[src/sv/drti_pkg.sv]
// Shared types and constants for the double round-to-integral block.
`default_nettype none
package drti_pkg;

  typedef logic [1:0] opcode_t;

  localparam opcode_t OP_SPLIT = 2'd0;
  localparam opcode_t OP_FLOOR = 2'd1;
  localparam opcode_t OP_CEIL  = 2'd2;

  localparam int MANT_W = 52;
  localparam int EXP_W  = 11;
  localparam int LZ_W   = 6;

  localparam logic [EXP_W-1:0] EXP_ALL_ONES = 11'h7FF;
  localparam logic [EXP_W-1:0] EXP_BIAS     = 11'd1023;
  localparam logic [EXP_W-1:0] EXP_INT_MIN  = 11'd1075;

  typedef struct packed {
    logic                  sign;
    logic [EXP_W-1:0]      efield;
    logic                  need_norm;
    logic                  use_inc;
    logic [MANT_W-1:0]     mlow;
    logic [63:0]           whole;
    logic [63:0]           whole_inc;
    logic [63:0]           frac_direct;
  } split_t;

endpackage
`default_nettype wire

[src/sv/drti_if.sv]
// Valid/ready channel interfaces for operand and result beats.
`default_nettype none
interface drti_in_if;
  logic        valid;
  logic        ready;
  logic [1:0]  opcode;
  logic [63:0] value_bits;
  modport source (output valid, opcode, value_bits, input ready);
  modport sink   (input valid, opcode, value_bits, output ready);
endinterface

interface drti_out_if;
  logic        valid;
  logic        ready;
  logic [63:0] whole_bits;
  logic [63:0] fraction_bits;
  modport source (output valid, whole_bits, fraction_bits, input ready);
  modport sink   (input valid, whole_bits, fraction_bits, output ready);
endinterface
`default_nettype wire

[src/sv/drti_split.sv]
// Special-case decode, truncation mask and unit-step whole part.
`default_nettype none
module drti_split
  import drti_pkg::*;
(
  input  opcode_t     op,
  input  logic [63:0] xb,
  output split_t      s1
);

  logic              sign;
  logic [EXP_W-1:0]  efield;
  logic [EXP_W-1:0]  fdiff;
  logic [LZ_W-1:0]   fbits;
  logic [63:0]       keep;
  logic [63:0]       whole_m;
  logic              step_dir;

  assign sign     = xb[63];
  assign efield   = xb[62:52];
  assign fdiff    = EXP_INT_MIN - efield;
  assign fbits    = fdiff[LZ_W-1:0];
  assign keep     = ~((64'd1 << fbits) - 64'd1);
  assign whole_m  = xb & keep;
  assign step_dir = ((op == OP_FLOOR) && sign) || ((op == OP_CEIL) && !sign);

  always_comb begin
    s1             = '0;
    s1.sign        = sign;
    s1.efield      = efield;
    if (efield == EXP_ALL_ONES) begin
      s1.whole       = xb;
      s1.frac_direct = (xb[51:0] != '0) ? xb : {sign, 63'd0};
    end else if (efield < EXP_BIAS) begin
      s1.whole       = {sign, 63'd0};
      s1.frac_direct = xb;
      s1.whole_inc   = {sign, EXP_BIAS, 52'd0};
      s1.use_inc     = step_dir && (xb[62:0] != '0);
    end else if (efield >= EXP_INT_MIN) begin
      s1.whole       = xb;
      s1.frac_direct = {sign, 63'd0};
    end else begin
      s1.whole       = whole_m;
      s1.mlow        = xb[51:0] & ~keep[51:0];
      s1.need_norm   = 1'b1;
      s1.use_inc     = step_dir && ((xb[51:0] & ~keep[51:0]) != '0);
      s1.whole_inc   = {sign, whole_m[62:0] + (63'd1 << fbits)};
    end
  end

endmodule
`default_nettype wire

[src/sv/drti_norm.sv]
// Fraction normalization and final whole-part select.
`default_nettype none
module drti_norm
  import drti_pkg::*;
(
  input  split_t      s1,
  output logic [63:0] whole_bits,
  output logic [63:0] fraction_bits
);

  logic [LZ_W-1:0]   lz;
  logic              found;
  logic [MANT_W-1:0] sh;
  logic [EXP_W-1:0]  fexp;

  always_comb begin
    lz    = '0;
    found = 1'b0;
    for (int i = MANT_W - 1; i >= 0; i--) begin
      if (!found && s1.mlow[i]) begin
        lz    = LZ_W'(MANT_W - 1 - i);
        found = 1'b1;
      end
    end
  end

  assign sh   = s1.mlow << lz;
  assign fexp = s1.efield - 11'd1 - {5'd0, lz};

  always_comb begin
    if (!s1.need_norm) begin
      fraction_bits = s1.frac_direct;
    end else if (!found) begin
      fraction_bits = 64'd0;
    end else begin
      fraction_bits = {s1.sign, fexp, sh[50:0], 1'b0};
    end
    whole_bits = s1.use_inc ? s1.whole_inc : s1.whole;
  end

endmodule
`default_nettype wire

[src/sv/double_round_to_integral.sv]
// Top level: two-register pipeline computing trunc/floor/ceil and fraction of a double.
//
//  channel | dir | payload                          | handshake
//  in_bus  | in  | opcode[1:0], value_bits[63:0]    | valid/ready
//  out_bus | out | whole_bits[63:0], fraction_bits  | valid/ready
//
// One beat per cycle sustained while the result side does not wait; an accepted beat passes
// through the input register and then the result register before the result is valid.
// Each register advances when empty or when the register after it advances,
// so the input stalls only while both registers hold beats and the result side waits.
// rst_n clears the valid bits synchronously; payload registers are not reset.
`default_nettype none
module double_round_to_integral
  import drti_pkg::*;
(
  input  wire          clk,
  input  wire          rst_n,
  drti_in_if.sink      in_bus,
  drti_out_if.source   out_bus
);

  logic        v0_r, out_valid_r;
  opcode_t     op0_r;
  logic [63:0] xb0_r;
  split_t      split_s;
  logic [63:0] whole_r, whole_nxt, frac_r, frac_nxt;
  logic        ready0, ready1;

  assign ready1 = !out_valid_r || out_bus.ready;
  assign ready0 = !v0_r || ready1;

  assign in_bus.ready          = ready0;
  assign out_bus.valid         = out_valid_r;
  assign out_bus.whole_bits    = whole_r;
  assign out_bus.fraction_bits = frac_r;

  drti_split u_split (
    .op (op0_r),
    .xb (xb0_r),
    .s1 (split_s)
  );

  drti_norm u_norm (
    .s1            (split_s),
    .whole_bits    (whole_nxt),
    .fraction_bits (frac_nxt)
  );

  always_ff @(posedge clk) begin
    if (!rst_n) begin
      v0_r        <= 1'b0;
      out_valid_r <= 1'b0;
    end else begin
      if (ready0) v0_r <= in_bus.valid;
      if (ready1) out_valid_r <= v0_r;
    end
  end

  always_ff @(posedge clk) begin
    if (ready0 && in_bus.valid) begin
      op0_r <= in_bus.opcode;
      xb0_r <= in_bus.value_bits;
    end
    if (ready1 && v0_r) begin
      whole_r <= whole_nxt;
      frac_r  <= frac_nxt;
    end
  end

`ifndef SYNTHESIS
  a_in_to_s0: assert property (@(posedge clk) disable iff (!rst_n)
    (in_bus.valid && in_bus.ready) |=> v0_r)
    else $error("accepted beat not captured");
  a_s0_hold: assert property (@(posedge clk) disable iff (!rst_n)
    (v0_r && !ready1) |=> (v0_r && $stable(xb0_r) && $stable(op0_r)))
    else $error("input stage lost beat under stall");
  a_s0_to_out: assert property (@(posedge clk) disable iff (!rst_n)
    (v0_r && ready1) |=> out_valid_r)
    else $error("input beat not forwarded");
  a_out_hold: assert property (@(posedge clk) disable iff (!rst_n)
    (out_valid_r && !out_bus.ready) |=>
      (out_valid_r && $stable(whole_r) && $stable(frac_r)))
    else $error("result beat changed under stall");
`endif

endmodule
`default_nettype wire
[src/flat_wrapper.sv]
// flat-port wrapper written by rule: the top's interface ports become plain ports
module double_round_to_integral_flat import drti_pkg::*;
  (clk, rst_n, in_bus_valid, in_bus_opcode, in_bus_value_bits, in_bus_ready, out_bus_valid, out_bus_whole_bits, out_bus_fraction_bits, out_bus_ready);
  drti_in_if in_bus_i ();
  drti_out_if out_bus_i ();
  input  wire clk;
  input  wire rst_n;
  input wire logic [$bits(in_bus_i.valid)-1:0] in_bus_valid;
  input wire logic [$bits(in_bus_i.opcode)-1:0] in_bus_opcode;
  input wire logic [$bits(in_bus_i.value_bits)-1:0] in_bus_value_bits;
  output wire logic [$bits(in_bus_i.ready)-1:0] in_bus_ready;
  output wire logic [$bits(out_bus_i.valid)-1:0] out_bus_valid;
  output wire logic [$bits(out_bus_i.whole_bits)-1:0] out_bus_whole_bits;
  output wire logic [$bits(out_bus_i.fraction_bits)-1:0] out_bus_fraction_bits;
  input wire logic [$bits(out_bus_i.ready)-1:0] out_bus_ready;
  assign in_bus_i.valid = in_bus_valid;
  assign in_bus_i.opcode = in_bus_opcode;
  assign in_bus_i.value_bits = in_bus_value_bits;
  assign in_bus_ready = in_bus_i.ready;
  assign out_bus_valid = out_bus_i.valid;
  assign out_bus_whole_bits = out_bus_i.whole_bits;
  assign out_bus_fraction_bits = out_bus_i.fraction_bits;
  assign out_bus_i.ready = out_bus_ready;
  double_round_to_integral u_core (.clk(clk), .rst_n(rst_n), .in_bus(in_bus_i), .out_bus(out_bus_i));
endmodule
[config.mk]
export PLATFORM = sky130hd
export DESIGN_NAME = double_round_to_integral_flat
export DESIGN_NICKNAME = d
export VERILOG_FILES = /design/src/sv/drti_pkg.sv /design/src/sv/drti_if.sv /design/src/sv/drti_split.sv /design/src/sv/drti_norm.sv /design/src/sv/double_round_to_integral.sv /design/src/flat_wrapper.sv
export SDC_FILE = /design/constraint.sdc
export NUM_CORES = 1
export LEC_CHECK = 0
export BUFFER_PORTS_ARGS = -buffer_cell sky130_fd_sc_hd__buf_2
export CORE_AREA = 4 4 255 182
export CTS_CLUSTER_SIZE = 20
export DETAILED_ROUTE_END_ITERATION = 8
export DIE_AREA = 0 0 259 186
export PLACE_DENSITY = 0.59
export REMOVE_ABC_BUFFERS = 1
export SYNTH_ARGS = -nofsm -noshare
export SYNTH_HDL_FRONTEND = slang
export SYNTH_SLANG_ARGS = --single-unit
[constraint.sdc]
create_clock -name clk -period 9.15 [get_ports clk]
set_clock_uncertainty 0.15 [all_clocks]
set_input_delay 1.83 -clock clk [delete_from_list [all_inputs] [get_ports clk]]
set_output_delay 1.83 -clock clk [all_outputs]
set_load 0.01 [all_outputs]
### After elaboration in Yosys (flattened, before gate mapping)

Cells that the tools add are included.

* bits in registers: 196
* bits of input ports: 70
* output and inout bits: 130
* word-level logic and storage cells: 259

* add/sub/neg operators: 5
* eq/ne operators: 3
* reductions and logical operators: 117
* multiplexer cells: 119
* shifts and indexed selects: 3
* bitwise logic cells: 4
* order comparisons: 2

Operator list (count)
* $mux W64: 9
* $mux W6: 50
* $mux W192: 1
* $mux W54: 2
* $reduce_bool A52 Y1: 2
* $and A64 B64 Y64: 1
* $not A64 Y64: 1
* $shl A1 B6 Y64 const A: 1
* $sub A64 B1 Y64 const B: 1
* $add A63 B63 Y63: 1
* $mux W63: 1
* $reduce_bool A63 Y1: 1
* $shl A1 B6 Y63 const A: 1
* $logic_and A1 B1 Y1: 57
* $mux W1: 55
* $logic_not A1 Y1: 54
* $and A52 B52 Y52: 1
* $mux W52: 1
* $not A52 Y52: 1
* $shl A52 B6 Y51: 1
* $eq A11 B11 Y1 const B: 1
* $ge A11 B11 Y1 const B: 1
* $lt A11 B10 Y1 const B: 1
* $sub A11 B1 Y11 const B: 1
* 5 further kinds: 7

### Longest topological paths before layout

Gate-level depths: netlist of the first run.

* word-level depth: 168
* gate-level depth with buffers: 34
* gate-level depth less buffers: 27

### Hierarchy

From an unflattened synthesis of the first run, not the netlist that was laid out.

* cell total of the unflattened synthesis: 2311
* area total of the unflattened synthesis: 19611.3 µm²

By module, submodules not included
* drti_split: instances 1, cells each 1372, area an instance 8076.5 µm², sequential area each 0.0 µm²
* double_round_to_integral: instances 1, cells each 203, area an instance 5929.4 µm², sequential area each 5865.6 µm²
* drti_norm: instances 1, cells each 736, area an instance 5605.4 µm², sequential area each 0.0 µm²

### Worst setup path before layout of the first run

OpenSTA, ideal clock, no wires.

* path kind: input to register
* from: input port out_bus_ready
* to: register u_core.frac_r[0] (netlist: u_core.out_bus.fraction_bits[0]), enable pin
* arrival time: 7.570 ns
* cell stages on the path: 2
* path buffers: 0
* data required time: 8.368 ns
* slack: 0.798 ns
* cells stage by stage: nor2b_1 -> nor2b_1

* longest elaborated chain between the ends: 2

RTL lines
* from (decl): line flat_wrapper.sv:15 `input wire logic [$bits(out_bus_i.ready)-1:0] out_bus_ready;`
* $logic_or A1 B1 Y1: line double_round_to_integral.sv:29 `assign ready1 = !out_valid_r || out_bus.ready;`
* $logic_and A1 B1 Y1: line double_round_to_integral.sv:64 `if (ready1 && v0_r) begin`
* to (signal assigned): line double_round_to_integral.sv:66 `frac_r <= frac_nxt;`
* to (decl): line double_round_to_integral.sv:26 `logic [63:0] whole_r, whole_nxt, frac_r, frac_nxt;`

Every way passes these cells.
A chain may end at the register's enable or synchronous reset.

### Worst setup path after layout of the first run

* from: register u_core.xb0_r[55]
* to: register u_core.frac_r[31] (netlist: u_core.out_bus.fraction_bits[31]), data pin

* longest elaborated chain between the ends: 166
* elaborated cells on any way between the ends: 223

RTL lines
* from (decl): line double_round_to_integral.sv:24 `logic [63:0] xb0_r;`
* from (signal assigned): line double_round_to_integral.sv:62 `xb0_r <= in_bus.value_bits;`
* $sub A6 B6 Y6: line drti_split.sv:21 `assign fdiff = EXP_INT_MIN - efield;`
* $shl A1 B6 Y64: line drti_split.sv:23 `assign keep = ~((64'd1 << fbits) - 64'd1);`
* $sub A64 B1 Y64: line drti_split.sv:23
* $not A64 Y64: line drti_split.sv:23
* $not A52 Y52: line drti_split.sv:44 `s1.mlow = xb[51:0] & ~keep[51:0];`
* $and A52 B52 Y52: line drti_split.sv:44
* $mux W54: line drti_split.sv:39 `end else if (efield >= EXP_INT_MIN) begin`
* $mux W52: line drti_split.sv:34 `end else if (efield < EXP_BIAS) begin`
* [151 not listed]
* $mux W1: line drti_norm.sv:20 `if (!found && s1.mlow[i]) begin`
* $logic_not A1 Y1: line drti_norm.sv:20
* $logic_and A1 B1 Y1: line drti_norm.sv:20
* $mux W6: line drti_norm.sv:20
* $shl A52 B6 Y51: line drti_norm.sv:27 `assign sh = s1.mlow << lz;`
* $mux W64: line drti_norm.sv:33 `end else if (!found) begin`
* $mux W64 *: line drti_norm.sv:31 `if (!s1.need_norm) begin`
* via u_core.frac_nxt[31]: line double_round_to_integral.sv:26

Mark *: on every way through the listed nets, which the timed path passes. The rest lies on a longest branch.

==> impl_metrics.ini, run 1 <==
[floorplan]
initial_core_util_pct = 42.8
die_height_um = 186
dieArea_um2 = 48200
ios = 200
rows = 64
die_w_um = 259
core_um2 = 43600

[yosys]
synth_commonest_cells = 205 x nand2_1, 194 x edfxtp_1, 171 x nor2_1
synth_edf_count = 194
yosys-top-cells-area = edfxtp_1 31%, mux2i_1 6.4%, ha_1 4.4%
ys_seq_area_share_pct = 31.4
synth_area_um2 = 18700
yosysWarnings = 0
ys_seq_elements = 196
syn_area_per_cell_um2 = 8.82
synth.distinct_cells = 139
synthFlopType = edfxtp_1
async_reset_ff_share_pct = 0
yosysTopAreaCell = edfxtp_1
synthCells = 2116
synth_top_area_share_pct = 31.2
yosysMostFrequentCell = nand2_1

[worst_setup_path]
crit_chain = buf_4, inv_1, ha_1, or2_0, nor3_1, nand2_1, ha_1, nand3_2, nor3_1, a2111oi_0, nor2_1, and4bb_1, nand4_2, nor3_4, nand2_1, nand2_2, buf_12, mux2i_1, buf_4, mux2i_1, mux2i_1, buf_4, a22oi_1
crit_family = simple AND/OR/NAND/NOR gates
cp-start-kind = register
max_stage_delay_ns = 0.75
worstPathRequired_ns = 9.31
cp_max_fo = 47
cp.arrival_ns = 8.44
end_kind = register
crit_slowest_cell = mux2i_1
crit_type = reg2reg
worst-path-buf-inv = 5

[drt]
drtPass1Iterations = 7
wl_per_cell_um = 30.4
viasPerCell = 6.75
antenna_left = 0
drt_wl_total_mm = 87.7
drt_first_iter_violations = 2939
drc_errors = 0
wl_met2_mm = 33.8
wl_met3_mm = 11.7
drt-met1-wl_mm = 38.9
highest-signal-layer = met5
vias = 19500

[timing]
rsz0062_at_grt = false
hold_slack_ns = 0.374
max_freq_ghz = 0.121
hold_violations = 0
slew-limit-headroom_pct = 24.1
slew_violations = 0
period_needed_ns = 8.29
setup_tns_ns = 0
finalSetupViolCount = 0
timing.final.crit_share_pct = 90.6
tightest_slew_ns = 1.14

[place]
numPortBuffers = 199
hpwl_mm = 68.8
gp_congestion = 1.04

[finish]
regArea_um2 = 5870
fillers = 4219
multi_input_area_um2 = 12000
area_growth_pct = 12.2
nNetsFinal = 2413
drive_gt1_share_pct = 18.4

[run]
drv_cap = 0

[min_path]
hold_path.class = reg2reg

[grt]
antenna_found_initial = 5
grt_pass1_wl_mm = 126
grt_usage_pct = 35.6
overflow = 0
grt_max_degree = 66
grt_pass1_vias = 18000

[clock_network]
cts-root-buf = clkbuf_16
clk_pin_slew_ns = 0.08
cts_max_level = 4
clk_path_buf_depth = 2
postCtsSetupBuffers = 0
cts_resized = 0
cts_hold_buf = 0
cts_tree = yes
cts_sinks = 196
numCtsBuffers = 17
clk_latency_ns = 0.50

[pwr]
fin_total_pwr_w = 0.00300
p_leak_nw = 8.31
power_density_nw_per_um2 = 143
peakVddDrop_mv = 0.133

[outcome]
status = completed
-- final timing paths --
path | start | to | slack (ns) | cells past startpoint
setup reg to reg | u_core.xb0_r[55] | u_core.out_bus.fraction_bits[31] | 0.86 | 23
hold reg to reg | u_core.xb0_r[63] | u_core.out_bus.whole_bits[63] | 0.37 | 0
hold / removal | u_core.xb0_r[63] | u_core.out_bus.whole_bits[63] | 0.37 | 0
setup / recovery | u_core.xb0_r[55] | u_core.out_bus.fraction_bits[31] | 0.86 | 23
-- layout by cell type, fill, tap and decap left out, types with 19 or more instances in the layout --
master    count
nand2_1     204
buf_2       199
edfxtp_1    194
nor2_1      171
a21oi_1     144
mux2i_1     119
o21ai_0     110
nand3_1     106
ha_1         66
buf_4        66
o211ai_1     63
and2_1       56
xnor2_1      51
nor3_1       43
inv_1        39
a21o_1       34
a22oi_1      32
xor2_1       29
nand4_1      27
and3_1       24
nor2b_1      22
nor4_1       22
a211oi_1     22
o221ai_1     20
o22ai_1      19
-- kinds of logic after synthesis --
family                   count (synthesis)  synth area share (%)
AO/OA/AOI/OAI                          653                  24.8
XOR/XNOR                                84                  4.10
adder cells (fa/ha/maj)                 69                  4.64
buffers and inverters                  169                  4.53
flip-flops                             196                  31.4
multiplexers                           142                  7.96
AND/OR/NAND/NOR                        803                  22.6
-- metrics by stage --
step           area [um^2]  cells  utilization [%]  worst slack, ns
3_5_place_dp         20300   2851             46.6             1.49
4_1_cts              20900   2883             48.0             1.47
5_1_grt              20900   2883             48.0            0.733
3_3_place_gp         20300   2851             46.6             1.61
2_1_floorplan        18000   1990                -            0.345
6_report             20900   2886             48.0            0.864
-- final cells by class --
cell class / instances / share of cell area (%)
flip-flops and latches: 196 / 28.0
well taps: 594 / 3.55
multi-input cells: 1751 / 57.4
clock inverters: 15 / 0.872
inverters: 43 / 0.771
clock buffers: 17 / 2.03
diodes: 3 / 0.0358
repair buffers: 267 / 7.31
-- sequential cells by signal, summed over array words and instances (netlist names) --
register and cells:
u_core.op0_r 2, u_core.out_bus.fraction_bits 64, u_core.out_bus.valid 1, u_core.xb0_r 64, u_core.out_bus.whole_bits 64, u_core.v0_r 1
-- metal layers --
metal	GRT usage (%)	up-vias
li1	-	8462
met1	52.0	9518
met2	47.7	1287
met3	13.6	198
met4	11.4	10
met5	1.09	-
-- power by group --
group | switching (W) | total [W] | internal (W)
combinational | 0.000725 | 0.00108 | 0.000358
clock | 0.000422 | 0.000791 | 0.000370
sequential | 0.0000602 | 0.00113 | 0.00106
Power figures use the tool's default switching activity.
==> run 2: changes to the inputs <==
--- a/config.mk
+++ b/config.mk
@@ -5,6 +5,7 @@
 export SDC_FILE = /design/constraint.sdc
 export NUM_CORES = 1
 export LEC_CHECK = 0
+export ABC_AREA = 1
 export BUFFER_PORTS_ARGS = -buffer_cell sky130_fd_sc_hd__buf_2
 export CORE_AREA = 4 4 255 182
 export CTS_CLUSTER_SIZE = 20
==> impl_metrics.ini, run 2 <==
[yosys]
synth.distinct_cells = 68
synth_top_area_share_pct = 31.0
synth_edf_count = 194
yosysTopAreaCell = edfxtp_1
ys_seq_elements = 196
syn_area_per_cell_um2 = 6.79
synth_commonest_cells = 734 x nand2_1, 331 x nand3_1, 317 x inv_1
synth_area_um2 = 18800
async_reset_ff_share_pct = 0
yosys-top-cells-area = edfxtp_1 31%, nand2_1 15%, nand3_1 8.8%
synthFlopType = edfxtp_1
synthCells = 2767
yosysWarnings = 0
ys_seq_area_share_pct = 31.2
yosysMostFrequentCell = nand2_1

[timing]
hold_violations = 0
slew_violations = 0
max_freq_ghz = 0.115
timing.final.crit_share_pct = 95.0
hold_slack_ns = 0.324
setup_ws_ns = 0.455
period_needed_ns = 8.69
slew-limit-headroom_pct = 10.7
tightest_slew_ns = 1.34
setup_tns_ns = 0
finalSetupViolCount = 0

[worst_setup_path]
r2r-start = u_core.xb0_r[54]
worst-path-buf-inv = 3
cp.arrival_ns = 8.74
cp-start-kind = register
crit_family = simple AND/OR/NAND/NOR gates
crit_slowest_cell = nor2_2
crit_start = u_core.xb0_r[54]
cp_max_fo = 34
critPathMostFrequentCell = nor2_4
worstPathRequired_ns = 9.19
max_stage_delay_ns = 1.03
end_kind = register
crit_type = reg2reg

[outcome]
status = completed

[pwr]
fin_total_pwr_w = 0.00511
p_leak_nw = 10.5
peakVddDrop_mv = 0.170
power_density_nw_per_um2 = 243

[drt]
drt_wl_total_mm = 84.9
viasPerCell = 5.90
antenna_left = 0
drtPass1Iterations = 6
wl_per_cell_um = 24.0
drc_errors = 0
drt_first_iter_violations = 2617
vias = 20900

[place]
gp_congestion = 0.987
hpwl_mm = 67.5
numPortBuffers = 199
place_ws_ns = 0.148

[finish]
nNetsFinal = 3069
layout_common_cells = 729 x nand2_1, 328 x nand3_1, 316 x inv_1, 270 x nor2_1, 199 x buf_2
diodes = 0
drive_gt1_share_pct = 13.7
area_growth_pct = 11.8
utilization_pct = 48.1
mostFrequentLayoutCell = nand2_1

[grt]
grt_usage_pct = 34.5
grt_max_degree = 67
grt_pass1_vias = 19000
overflow = 0
grt_pass1_wl_mm = 124
antenna_found_initial = 2

[clock_network]
clk_path_buf_depth = 2
clk_latency_ns = 0.49
cts_hold_buf = 0
cts_sinks = 196
cts-root-buf = clkbuf_16
clk_pin_slew_ns = 0.08
numCtsBuffers = 17
cts_tree = yes
cts_max_level = 4

[floorplan]
rows = 64
die_height_um = 186
core_um2 = 43600
die_w_um = 259
ios = 200
dieArea_um2 = 48200
initial_core_util_pct = 43.1

[run]
drv_cap = 0

[min_path]
hp-start = u_core.xb0_r[63]
hold_path.class = reg2reg
==> run 2: power breakdown <==
group          internal, W  switching (W)  leakage, nW
clock             0.000393       0.000417        0.294
combinational     0.000859        0.00224         8.34
sequential         0.00116      0.0000459         1.88
total              0.00241        0.00270         10.5
==> run 2: cell type report <==
type                       count  area [um^2]
clock buffer                  17          425
clock inverter                15          189
fill                        4579        22600
inverter                     338         1280
multi-input combinational   2115        11000
sequential                   196         5870
tap                          594          743
timing repair buffer         264         1500
==> run 2: logic make-up (layout without fill, tap and decap cells) <==
| logic type | after synthesis | in the layout | synth area share (%) |
|---|---|---|---|
| AOI/OAI and AO/OA | 445 | 445 | 13.7 |
| buffers and inverters | 457 | 634 | 11.1 |
| and+or+nand+nor | 1535 | 1536 | 36.4 |
| xor gates and xnor gates | 67 | 67 | 3.12 |
| adders and majority gates | 67 | 67 | 4.50 |
| DFF | 196 | 196 | 31.2 |
==> run 2: path summary, 6_finish.rpt <==
kind	end	slack, ns	cells after the start
hold / removal	u_core.out_bus.whole_bits[63]	0.32	0
hold reg to reg	u_core.out_bus.whole_bits[63]	0.32	0
setup reg to reg	u_core.out_bus.whole_bits[22]	0.46	45
setup / recovery	u_core.out_bus.whole_bits[22]	0.46	45
==> run 2: routing by layer <==
layer / share of wire (%) / track usage (%)
met3: 12 / 9.52
met5: 0 / 0
met2: 38 / 46.9
met4: 2.6 / 9.15
met1: 47 / 53.0
==> run 2: metrics by stage <==
| stage | instances | cell area [um^2] |
|---|---|---|
| finish | 3539 | 21000 |
| detailed placement | 3485 | 20100 |
| global placement | 3485 | 20100 |
| floorplan | 2648 | 18000 |
| CTS | 3517 | 20700 |
| global route | 3539 | 21000 |
==> run 2: repair_timing <==
| item | CTS | global route |
|---|---|---|
| buffers inserted | 0 | 21 |
| setup endpoints to repair | 0 | 110 |
| resized for setup | 0 | 33 |
